--- config.mk ---
export PLATFORM = sky130hd
export DESIGN_NAME = hsl_to_rgb_converter_core
export DESIGN_NICKNAME = d
export VERILOG_FILES = /design/src/hw/rtl/h2r_pkg.sv /design/src/hw/rtl/hsl_to_rgb_converter_core.sv
export SDC_FILE = /design/constraint.sdc
export NUM_CORES = 2
export LEC_CHECK = 0
export BUFFER_PORTS_ARGS = -buffer_cell sky130_fd_sc_hd__buf_2
export CAP_MARGIN = 20
export CORE_UTILIZATION = 30
export CTS_CLUSTER_SIZE = 20
export DETAILED_ROUTE_END_ITERATION = 8
export HOLD_SLACK_MARGIN = 0.15
export PLACE_DENSITY = 0.44
export REMOVE_ABC_BUFFERS = 1
export SLEW_MARGIN = 20
export SYNTH_ARGS = -nofsm -noshare
export SYNTH_HDL_FRONTEND = slang
export SYNTH_SLANG_ARGS = --single-unit
export TNS_END_PERCENT = 50
--- constraint.sdc ---
create_clock -name clk -period 13.85 [get_ports clk]
set_input_delay 3.4625 -clock clk [delete_from_list [all_inputs] [get_ports clk]]
set_output_delay 3.4625 -clock clk [all_outputs]
set_load 0.1 [all_outputs]
--- src/hw/rtl/h2r_pkg.sv ---
// ============================================================================
// h2r_pkg: constants and helpers for the HSL to RGB converter
// Field widths, hue offsets per colour lane and the reciprocal used for the
// final divide by 15300.
// ============================================================================
package h2r_pkg;

	// Field widths
	localparam int unsigned HUE_W   = 9;
	localparam int unsigned FRAC_W  = 8;
	localparam int unsigned CHAN_W  = 8;
	localparam int unsigned LANES   = 3;

	// Stream word widths (fields packed from bit 0, padded to whole bytes)
	localparam int unsigned IN_DATA_W  = 32;
	localparam int unsigned OUT_DATA_W = 24;

	// Hue circle
	localparam int unsigned HUE_FULL = 360;

	// Internal arithmetic widths
	localparam int unsigned LEVEL_W = 16;  // V1, V2 and span, 0..65025
	localparam int unsigned WIDE_W  = 18;  // headroom for V1 / span terms
	localparam int unsigned FACT_W  = 6;   // hue factor, 0..60
	localparam int unsigned NUM_W   = 22;  // 60*V1 + span*f, up to 3901500

	// Hue breakpoints
	localparam logic [HUE_W-1:0] HUE_RISE_END = 9'd60;
	localparam logic [HUE_W-1:0] HUE_TOP_END  = 9'd180;
	localparam logic [HUE_W-1:0] HUE_FALL_END = 9'd240;
	localparam logic [FACT_W-1:0] FACT_FULL   = 6'd60;
	localparam logic [FACT_W-1:0] FACT_NONE   = 6'd0;

	// Lane offsets: red +120, green 0, blue +240 (lane 0 is red)
	localparam logic [LANES-1:0][HUE_W-1:0] LANE_HUE_OFS = {9'd240, 9'd0, 9'd120};

	// floor(n / 15300) = (n * RECIP_MULT) >> RECIP_SHIFT, exact for n < 2^22
	localparam int unsigned RECIP_SHIFT = 36;
	localparam int unsigned RECIP_W     = 23;
	localparam logic [RECIP_W-1:0] RECIP_MULT = 23'd4491470;
	localparam int unsigned PROD_W      = NUM_W + RECIP_W;

	// Fold a hue position of 0..719 back onto 0..359
	function automatic logic [HUE_W-1:0] hue_wrap(input logic [HUE_W:0] x);
		logic [HUE_W:0] folded;
		folded = x - (HUE_W+1)'(HUE_FULL);
		if (x >= (HUE_W+1)'(HUE_FULL)) begin
			return folded[HUE_W-1:0];
		end
		return x[HUE_W-1:0];
	endfunction

endpackage

--- src/hw/rtl/hsl_to_rgb_converter_core.sv ---
// ============================================================================
// hsl_to_rgb_converter_core: pipelined HSL to 8-bit RGB conversion
// Four-stage pipeline, one pixel per clock, per-stage stall with bubble
// collapsing so an empty stage takes a word while the output is held.
//
//   channel  | dir | contents
//   ---------+-----+------------------------------------------------------
//   s_axis   | in  | hue_degrees[8:0], saturation[16:9], lightness[24:17]
//   m_axis   | out | red[7:0], green[15:8], blue[23:16]
//
// A taken word is registered in stage 1, then in stages 2, 3 and 4, and is
// offered on the output from stage 4; a new word is taken every cycle while
// the output side keeps up. The per-lane multiply by the hue factor and the
// reciprocal multiply for the divide by 15300 each sit in a stage of their
// own. Reset clears only the valid bits.
// A stall holds each full stage; empty stages in front still fill.
// ============================================================================
module hsl_to_rgb_converter_core (
	input  logic                              clk,
	input  logic                              arst_n,
	input  logic                              s_axis_tvalid,
	output logic                              s_axis_tready,
	// hue_degrees[8:0], saturation[16:9], lightness[24:17], zero pad above
	input  logic [h2r_pkg::IN_DATA_W-1:0]     s_axis_tdata,
	output logic                              m_axis_tvalid,
	input  logic                              m_axis_tready,
	// red[7:0], green[15:8], blue[23:16]
	output logic [h2r_pkg::OUT_DATA_W-1:0]    m_axis_tdata
);

	// Unpack input word
	logic [h2r_pkg::HUE_W-1:0]  hue_in;
	logic [h2r_pkg::FRAC_W-1:0] sat_in;
	logic [h2r_pkg::FRAC_W-1:0] lum_in;

	assign hue_in = s_axis_tdata[8:0];
	assign sat_in = s_axis_tdata[16:9];
	assign lum_in = s_axis_tdata[24:17];

	// Stage enables: a stage advances when it is empty or the next one moves
	logic en_s1, en_s2, en_s3, en_s4;
	logic valid_s1, valid_s2, valid_s3, valid_s4;

	assign en_s4 = !valid_s4 || m_axis_tready;
	assign en_s3 = !valid_s3 || en_s4;
	assign en_s2 = !valid_s2 || en_s3;
	assign en_s1 = !valid_s1 || en_s2;
	assign s_axis_tready = en_s1;

	// Valid bits
	always_ff @(posedge clk or negedge arst_n) begin
		if (!arst_n) begin
			valid_s1 <= 1'b0;
			valid_s2 <= 1'b0;
			valid_s3 <= 1'b0;
			valid_s4 <= 1'b0;
		end else begin
			if (en_s1) valid_s1 <= s_axis_tvalid;
			if (en_s2) valid_s2 <= valid_s1;
			if (en_s3) valid_s3 <= valid_s2;
			if (en_s4) valid_s4 <= valid_s3;
		end
	end

	// ------------------------------------------------------------------
	// Stage 1: wrap hue, lane hue positions, lightness times saturation
	// ------------------------------------------------------------------
	logic [h2r_pkg::HUE_W-1:0]                       hue_w;
	logic [h2r_pkg::LANES-1:0][h2r_pkg::HUE_W-1:0]   lane_t;
	logic [h2r_pkg::LANES-1:0][h2r_pkg::HUE_W-1:0]   t_s1;
	logic [h2r_pkg::LEVEL_W-1:0]                     ls_s1;
	logic [h2r_pkg::FRAC_W-1:0]                      sat_s1;
	logic [h2r_pkg::FRAC_W-1:0]                      lum_s1;

	always_comb begin
		hue_w = h2r_pkg::hue_wrap({1'b0, hue_in});
		for (int i = 0; i < h2r_pkg::LANES; i++) begin
			lane_t[i] = h2r_pkg::hue_wrap({1'b0, hue_w} + {1'b0, h2r_pkg::LANE_HUE_OFS[i]});
		end
	end

	always_ff @(posedge clk) begin
		if (en_s1) begin
			t_s1   <= lane_t;
			ls_s1  <= h2r_pkg::LEVEL_W'(lum_in) * h2r_pkg::LEVEL_W'(sat_in);
			sat_s1 <= sat_in;
			lum_s1 <= lum_in;
		end
	end

	// ------------------------------------------------------------------
	// Stage 2: low level V1, span V2-V1, hue factor per lane
	// ------------------------------------------------------------------
	logic [h2r_pkg::WIDE_W-1:0]                      l255;
	logic [h2r_pkg::WIDE_W-1:0]                      s255;
	logic [h2r_pkg::WIDE_W-1:0]                      ls2;
	logic [h2r_pkg::WIDE_W-1:0]                      v1_c;
	logic [h2r_pkg::WIDE_W-1:0]                      span_c;
	logic [h2r_pkg::LANES-1:0][h2r_pkg::FACT_W-1:0]  fact_c;
	logic [h2r_pkg::HUE_W-1:0]                       fall_t;

	logic [h2r_pkg::LEVEL_W-1:0]                     v1_s2;
	logic [h2r_pkg::LEVEL_W-1:0]                     span_s2;
	logic [h2r_pkg::LANES-1:0][h2r_pkg::FACT_W-1:0]  fact_s2;
	logic                                            zero_s2;
	logic [h2r_pkg::FRAC_W-1:0]                      lum_s2;

	always_comb begin
		l255 = h2r_pkg::WIDE_W'(lum_s1) * h2r_pkg::WIDE_W'(255);
		s255 = h2r_pkg::WIDE_W'(sat_s1) * h2r_pkg::WIDE_W'(255);
		ls2  = h2r_pkg::WIDE_W'({ls_s1, 1'b0});
		// Lightness at or below one half versus above it
		if (!lum_s1[h2r_pkg::FRAC_W-1]) begin
			v1_c   = l255 - h2r_pkg::WIDE_W'(ls_s1);
			span_c = ls2;
		end else begin
			v1_c   = l255 + h2r_pkg::WIDE_W'(ls_s1) - s255;
			span_c = {s255[h2r_pkg::WIDE_W-2:0], 1'b0} - ls2;
		end
		// Hue factor: rising edge t, top 60, falling edge 240-t, bottom 0
		for (int i = 0; i < h2r_pkg::LANES; i++) begin
			fall_t = h2r_pkg::HUE_FALL_END - t_s1[i];
			priority if (t_s1[i] < h2r_pkg::HUE_RISE_END) begin
				fact_c[i] = t_s1[i][h2r_pkg::FACT_W-1:0];
			end else if (t_s1[i] < h2r_pkg::HUE_TOP_END) begin
				fact_c[i] = h2r_pkg::FACT_FULL;
			end else if (t_s1[i] < h2r_pkg::HUE_FALL_END) begin
				fact_c[i] = fall_t[h2r_pkg::FACT_W-1:0];
			end else begin
				fact_c[i] = h2r_pkg::FACT_NONE;
			end
		end
	end

	always_ff @(posedge clk) begin
		if (en_s2) begin
			v1_s2   <= v1_c[h2r_pkg::LEVEL_W-1:0];
			span_s2 <= span_c[h2r_pkg::LEVEL_W-1:0];
			fact_s2 <= fact_c;
			zero_s2 <= (sat_s1 == '0);
			lum_s2  <= lum_s1;
		end
	end

	// ------------------------------------------------------------------
	// Stage 3: numerator 60*V1 + span*factor per lane
	// ------------------------------------------------------------------
	logic [h2r_pkg::NUM_W-1:0]                       v1x60;
	logic [h2r_pkg::LANES-1:0][h2r_pkg::NUM_W-1:0]   num_c;
	logic [h2r_pkg::LANES-1:0][h2r_pkg::NUM_W-1:0]   num_s3;
	logic                                            zero_s3;
	logic [h2r_pkg::FRAC_W-1:0]                      lum_s3;

	always_comb begin
		v1x60 = h2r_pkg::NUM_W'(v1_s2) * h2r_pkg::NUM_W'(60);
		for (int i = 0; i < h2r_pkg::LANES; i++) begin
			num_c[i] = v1x60 + h2r_pkg::NUM_W'(span_s2) * h2r_pkg::NUM_W'(fact_s2[i]);
		end
	end

	always_ff @(posedge clk) begin
		if (en_s3) begin
			num_s3  <= num_c;
			zero_s3 <= zero_s2;
			lum_s3  <= lum_s2;
		end
	end

	// ------------------------------------------------------------------
	// Stage 4: divide by 15300 through the reciprocal, grey bypass
	// ------------------------------------------------------------------
	logic [h2r_pkg::LANES-1:0][h2r_pkg::PROD_W-1:0]  prod_c;
	logic [h2r_pkg::LANES-1:0][h2r_pkg::CHAN_W-1:0]  chan_c;
	logic [h2r_pkg::LANES-1:0][h2r_pkg::CHAN_W-1:0]  rgb_s4;

	always_comb begin
		for (int i = 0; i < h2r_pkg::LANES; i++) begin
			prod_c[i] = h2r_pkg::PROD_W'(num_s3[i]) * h2r_pkg::PROD_W'(h2r_pkg::RECIP_MULT);
			chan_c[i] = zero_s3 ? lum_s3
				: prod_c[i][h2r_pkg::RECIP_SHIFT +: h2r_pkg::CHAN_W];
		end
	end

	always_ff @(posedge clk) begin
		if (en_s4) begin
			rgb_s4 <= chan_c;
		end
	end

	// Output word
	assign m_axis_tvalid = valid_s4;
	assign m_axis_tdata  = rgb_s4;

endmodule

* After elaboration in Yosys (flattened, before gate mapping)
Cells that the tools add are included.
** Word-level totals
- Bits in registers :: 221
- Input bits :: 36
- Output and inout port bits :: 26
** Operators by class
- Add/subtract/negate cells :: 16
- $mul :: 10
- Magnitude comparators :: 13
- Mux-type cells :: 26
- Reductions and logical operators :: 9
** Operators with widths (number)
- $mul 22x22->43 const B :: 3
- $mux 9 :: 8
- $add 22x22->22 :: 3
- $mul 16x6->22 :: 3
- $lt 9x8->1 const B :: 6
- $mux 6 :: 9
- $sub 16x16->16 :: 3
- $sub 9x9->9 const B :: 4
- $mul 8x8->16 const B :: 2
- $mux 16 :: 2
- $lt 9x6->1 const B :: 3
- $mux 8 :: 3
- $ge 10x9->1 const B :: 2
- $mul 16x4->20 const B :: 1
- $ge 9x9->1 const B :: 2
- $sub 6x6->6 const A :: 3
- $add 16x16->16 :: 1
- $mul 8x8->16 :: 1
- $add 9x7->10 const B :: 1
- $add 9x8->10 const B :: 1
- $logic_not 8->1 :: 1
- $logic_not 1->1 :: 4
- $logic_or 1x1->1 :: 4
- $mux 1 :: 4

* Longest topological paths before layout
- Depth in word-level cells :: 7
- Gate-level depth with buffers :: 27
- Mapped depth without buffers :: 27

* Least setup slack after synthesis
No wires, ideal clock.
- Path type :: in2out
- Start :: input m_axis_tready
- End :: output s_axis_tready
- Data arrival time :: 6052 ps
- Required time :: 10387 ps
- Slack :: 4335 ps
- Stages on the path :: 2
- Cells stage by stage :: nor2b_1 -> nand4_1
** Between the ends
- Longest elaborated chain between the ends :: 4
** Ends and longest elaborated chain
- start: declaration :: RTL line hsl_to_rgb_converter_core.sv:26 : input logic m_axis_tready,
- $logic_or 1x1->1 :: RTL line hsl_to_rgb_converter_core.sv:44 : assign en_s4 = !valid_s4 || m_axis_tready;
- $logic_or 1x1->1 :: RTL line hsl_to_rgb_converter_core.sv:45 : assign en_s3 = !valid_s3 || en_s4;
- $logic_or 1x1->1 :: RTL line hsl_to_rgb_converter_core.sv:46 : assign en_s2 = !valid_s2 || en_s3;
- $logic_or 1x1->1 :: RTL line hsl_to_rgb_converter_core.sv:47 : assign en_s1 = !valid_s1 || en_s2;
- end: declaration :: RTL line hsl_to_rgb_converter_core.sv:22 : output logic s_axis_tready,
No other way between the ends.

* Final worst setup path
Same ends and word-level chain as after synthesis.

==> out/results.tsv <==
stage	metric	value	unit
floorplanning	coreArea	150000	um2
sta	rsz0062_at_grt	no	
sta	hold_viol_final	0	
grt	grt_pass1_wl	177000	um
floorplanning	rows	142	
grt	grt_usage	0.1472	
placed_design	portBuffers	54	
critical_path	max_stage_delay	0.57	ns
synthesis	syn_inst	4715	
grt	antenna_found_initial	6	
clock_network	htreeDepth	1	
grt	grt_pass1_vias	31820	
synthesis	synth_area_per_cell	9.629	um2
sta	relSlewSlack	0.2669	
floorplanning	pin_count	62	
floorplanning	initial_core_util	0.3028	
clock_network	clock_tree.buffer_depth	3	
detailed_routing	vias	30680	
critical_path	cp-start-kind	primary input	
synthesis	yosys_warnings	0	
clock_network	cts_hold_buf	0	
status	status	finished, final reports clean	
critical_path	critPathKind	primary input to output port	
sta	setup_tns	0	ns
synthesis	ys_seq_area_frac	0.1391	
critical_path	crit_top_cell	buf_2	
synthesis	synthArstFlopShare	0.01896	
grt	grt_overflow_total	0	
critical_path	crit_required	10.39	ns
placed_design	gp_congestion	0.8121	
synthesis	synth_area	45400	um2
sta	worstMarginPinSlew	1.096	ns
final_layout	drive_above_1_share	0.03335	
detailed_routing	firstDrtPassIters	5	
sta	finalSetupViolations	0	
floorplanning	dieWidth	391.0	um
clock_network	cts_buffers	30	
job	max_cap_viol_count	0	
final_layout	syn2layout_area_growth	8.053	%
clock_network	cts_root_buffer	clkbuf_16	
critical_path	crit_arrival	4.95	ns
critical_path	cp-end-kind	output port	
floorplanning	fp.dieH	391.0	um
final_layout	fillCellCount	15710	
detailed_routing	ant_nets	0	
clock_network	post_cts_buffers	0	
floorplanning	dieArea	152900	um2
clock_network	path_clk_slew	0.06	ns
final_layout	mostFrequentLayoutCell	inv_1	
clock_network	worst_skew_pair.late_latency	0.64	ns
detailed_routing	drc_errors	0	
sta	period_share	0.6073	
sta	finClkSkew	0.04316	ns
final_layout	seq_area	6316	um2
detailed_routing	wl	110200	um
detailed_routing	wire_per_inst	16.25	um
final_layout	num_antenna_cells	0	
detailed_routing	dr.first_iter.drc_count	1224	
detailed_routing	vias_per_cell	4.522	
synthesis	synth-seq-cells	211	
worst_hold_path	min_path_type	flop to flop	
sta	fmax	118.9	MHz
clock_network	cts_resized	0	
sta	maxSlewViolCount	0	
critical_path	crit_slowest_cell	nor2b_1	
sta	min_period	8.411	ns
critical_path	path_cells	buf_2, nor2b_1, nand4_1, buf_4, buf_2	
synthesis	synth.distinct_cells	86	
final_layout	fin_nets	6337	
grt	grt_max_degree	74	
synthesis	yosys_most_used_dff	edfxtp_1	
final_layout	multi_input_area	34250	um2
critical_path	crit_fanout	18	
final_layout	layout_common_cells	inv_1 (1224), ha_1 (887), fa_1 (669), nand2_1 (368), edfxtp_1 (207)	
clock_network	clock_sinks	211	
clock_network	cts_tree	yes	
placed_design	dpl.hpwl	93680	um
synthesis	synth_edf_count	207	
==> cells in the mapped netlist, drive strengths merged, types with 50 or more instances <==
| cell type | number | area (um2) |
|---|---|---|
| and2 | 99 | 619.3 |
| nor2 | 148 | 558.0 |
| clkbuf | 65 | 244.0 |
| fa | 669 | 13390 |
| ha | 887 | 11100 |
| xnor2 | 130 | 1157 |
| a21oi | 182 | 918.4 |
| a21o | 62 | 465.5 |
| nand2 | 371 | 1398 |
| edfxtp | 207 | 6216 |
| inv | 1224 | 4594 |
| o21ai | 134 | 670.6 |
| nor3 | 50 | 255.3 |
==> metrics by stage <==
stage | setup slack, ns | instances | instance area [um2] | utilization | hold WS (ns)
2_1_floorplan | 4.335 | 4645 | 45130 | - | 0.4003
3_3_place_gp | 5.406 | 6728 | 48050 | 0.3205 | 0.4017
3_5_place_dp | 5.408 | 6729 | 48060 | 0.3205 | 0.4090
4_1_cts | 5.398 | 6784 | 49060 | 0.3271 | 0.4235
5_1_grt | 5.381 | 6784 | 49060 | 0.3271 | 0.4305
6_report | 5.439 | 6784 | 49060 | 0.3271 | 0.4203
==> sequential cells by signal, summed over array words and instances, names as in the netlist, 15 cells and up <==
| register | cells |
|---|---|
| t_s1 | 21 |
| num_s3 | 63 |
| span_s2 | 15 |
| v1_s2 | 16 |
| m_axis_tdata | 24 |
| ls_s1 | 16 |
| fact_s2 | 18 |
==> layout make-up <==
cell class	count	area share
multi-input combinational	3209	0.6982
sequential	211	0.1287
inverter	1225	0.09373
tap	2016	0.05142
clock buffer	34	0.01561
timing repair buffer	68	0.007601
clock inverter	21	0.004718
==> metal layers <==
layer	share of wire	vias to the layer above	GRT usage
met4	0.023	0	0.03223
li1	-	15170	-
met5	0	-	0
met1	0.48	15080	0.2062
met2	0.46	346	0.2431
met3	0.031	83	0.01541
==> final timing paths <==
kind / slack [ns] / depth (start not counted) / to / start
setup / recovery: 5.44 / 5 / s_axis_tready / m_axis_tready
min in group asynchronous: 2.63 / 1 / m_axis_tvalid / arst_n
hold / removal: 0.42 / 0 / lum_s3[6] / lum_s2[6]
max in group asynchronous: 11.06 / 1 / valid_s1 / arst_n
setup reg to reg: 6.63 / 23 / v1_s2[14] / lum_s1[7]
hold reg to reg: 0.42 / 0 / lum_s3[6] / lum_s2[6]
==> cell families after synthesis <==
| group | Yosys count | synth area share |
|---|---|---|
| simple gates | 867 | 0.09026 |
| mux | 11 | 0.002590 |
| buf+inv | 1295 | 0.1073 |
| compound gates | 600 | 0.08695 |
| flops | 211 | 0.1391 |
| xor+xnor | 175 | 0.03434 |
| fa+ha+maj | 1556 | 0.5394 |
==> worst max-delay path: cells and delay by family <==
kind          cells  cell delay [ns]
simple gates      2             0.75
buf+inv           3             0.70
Power is left out: the tool's default activity adds up to more than one toggle a clock period on the data nets, which glitch-free logic cannot reach.
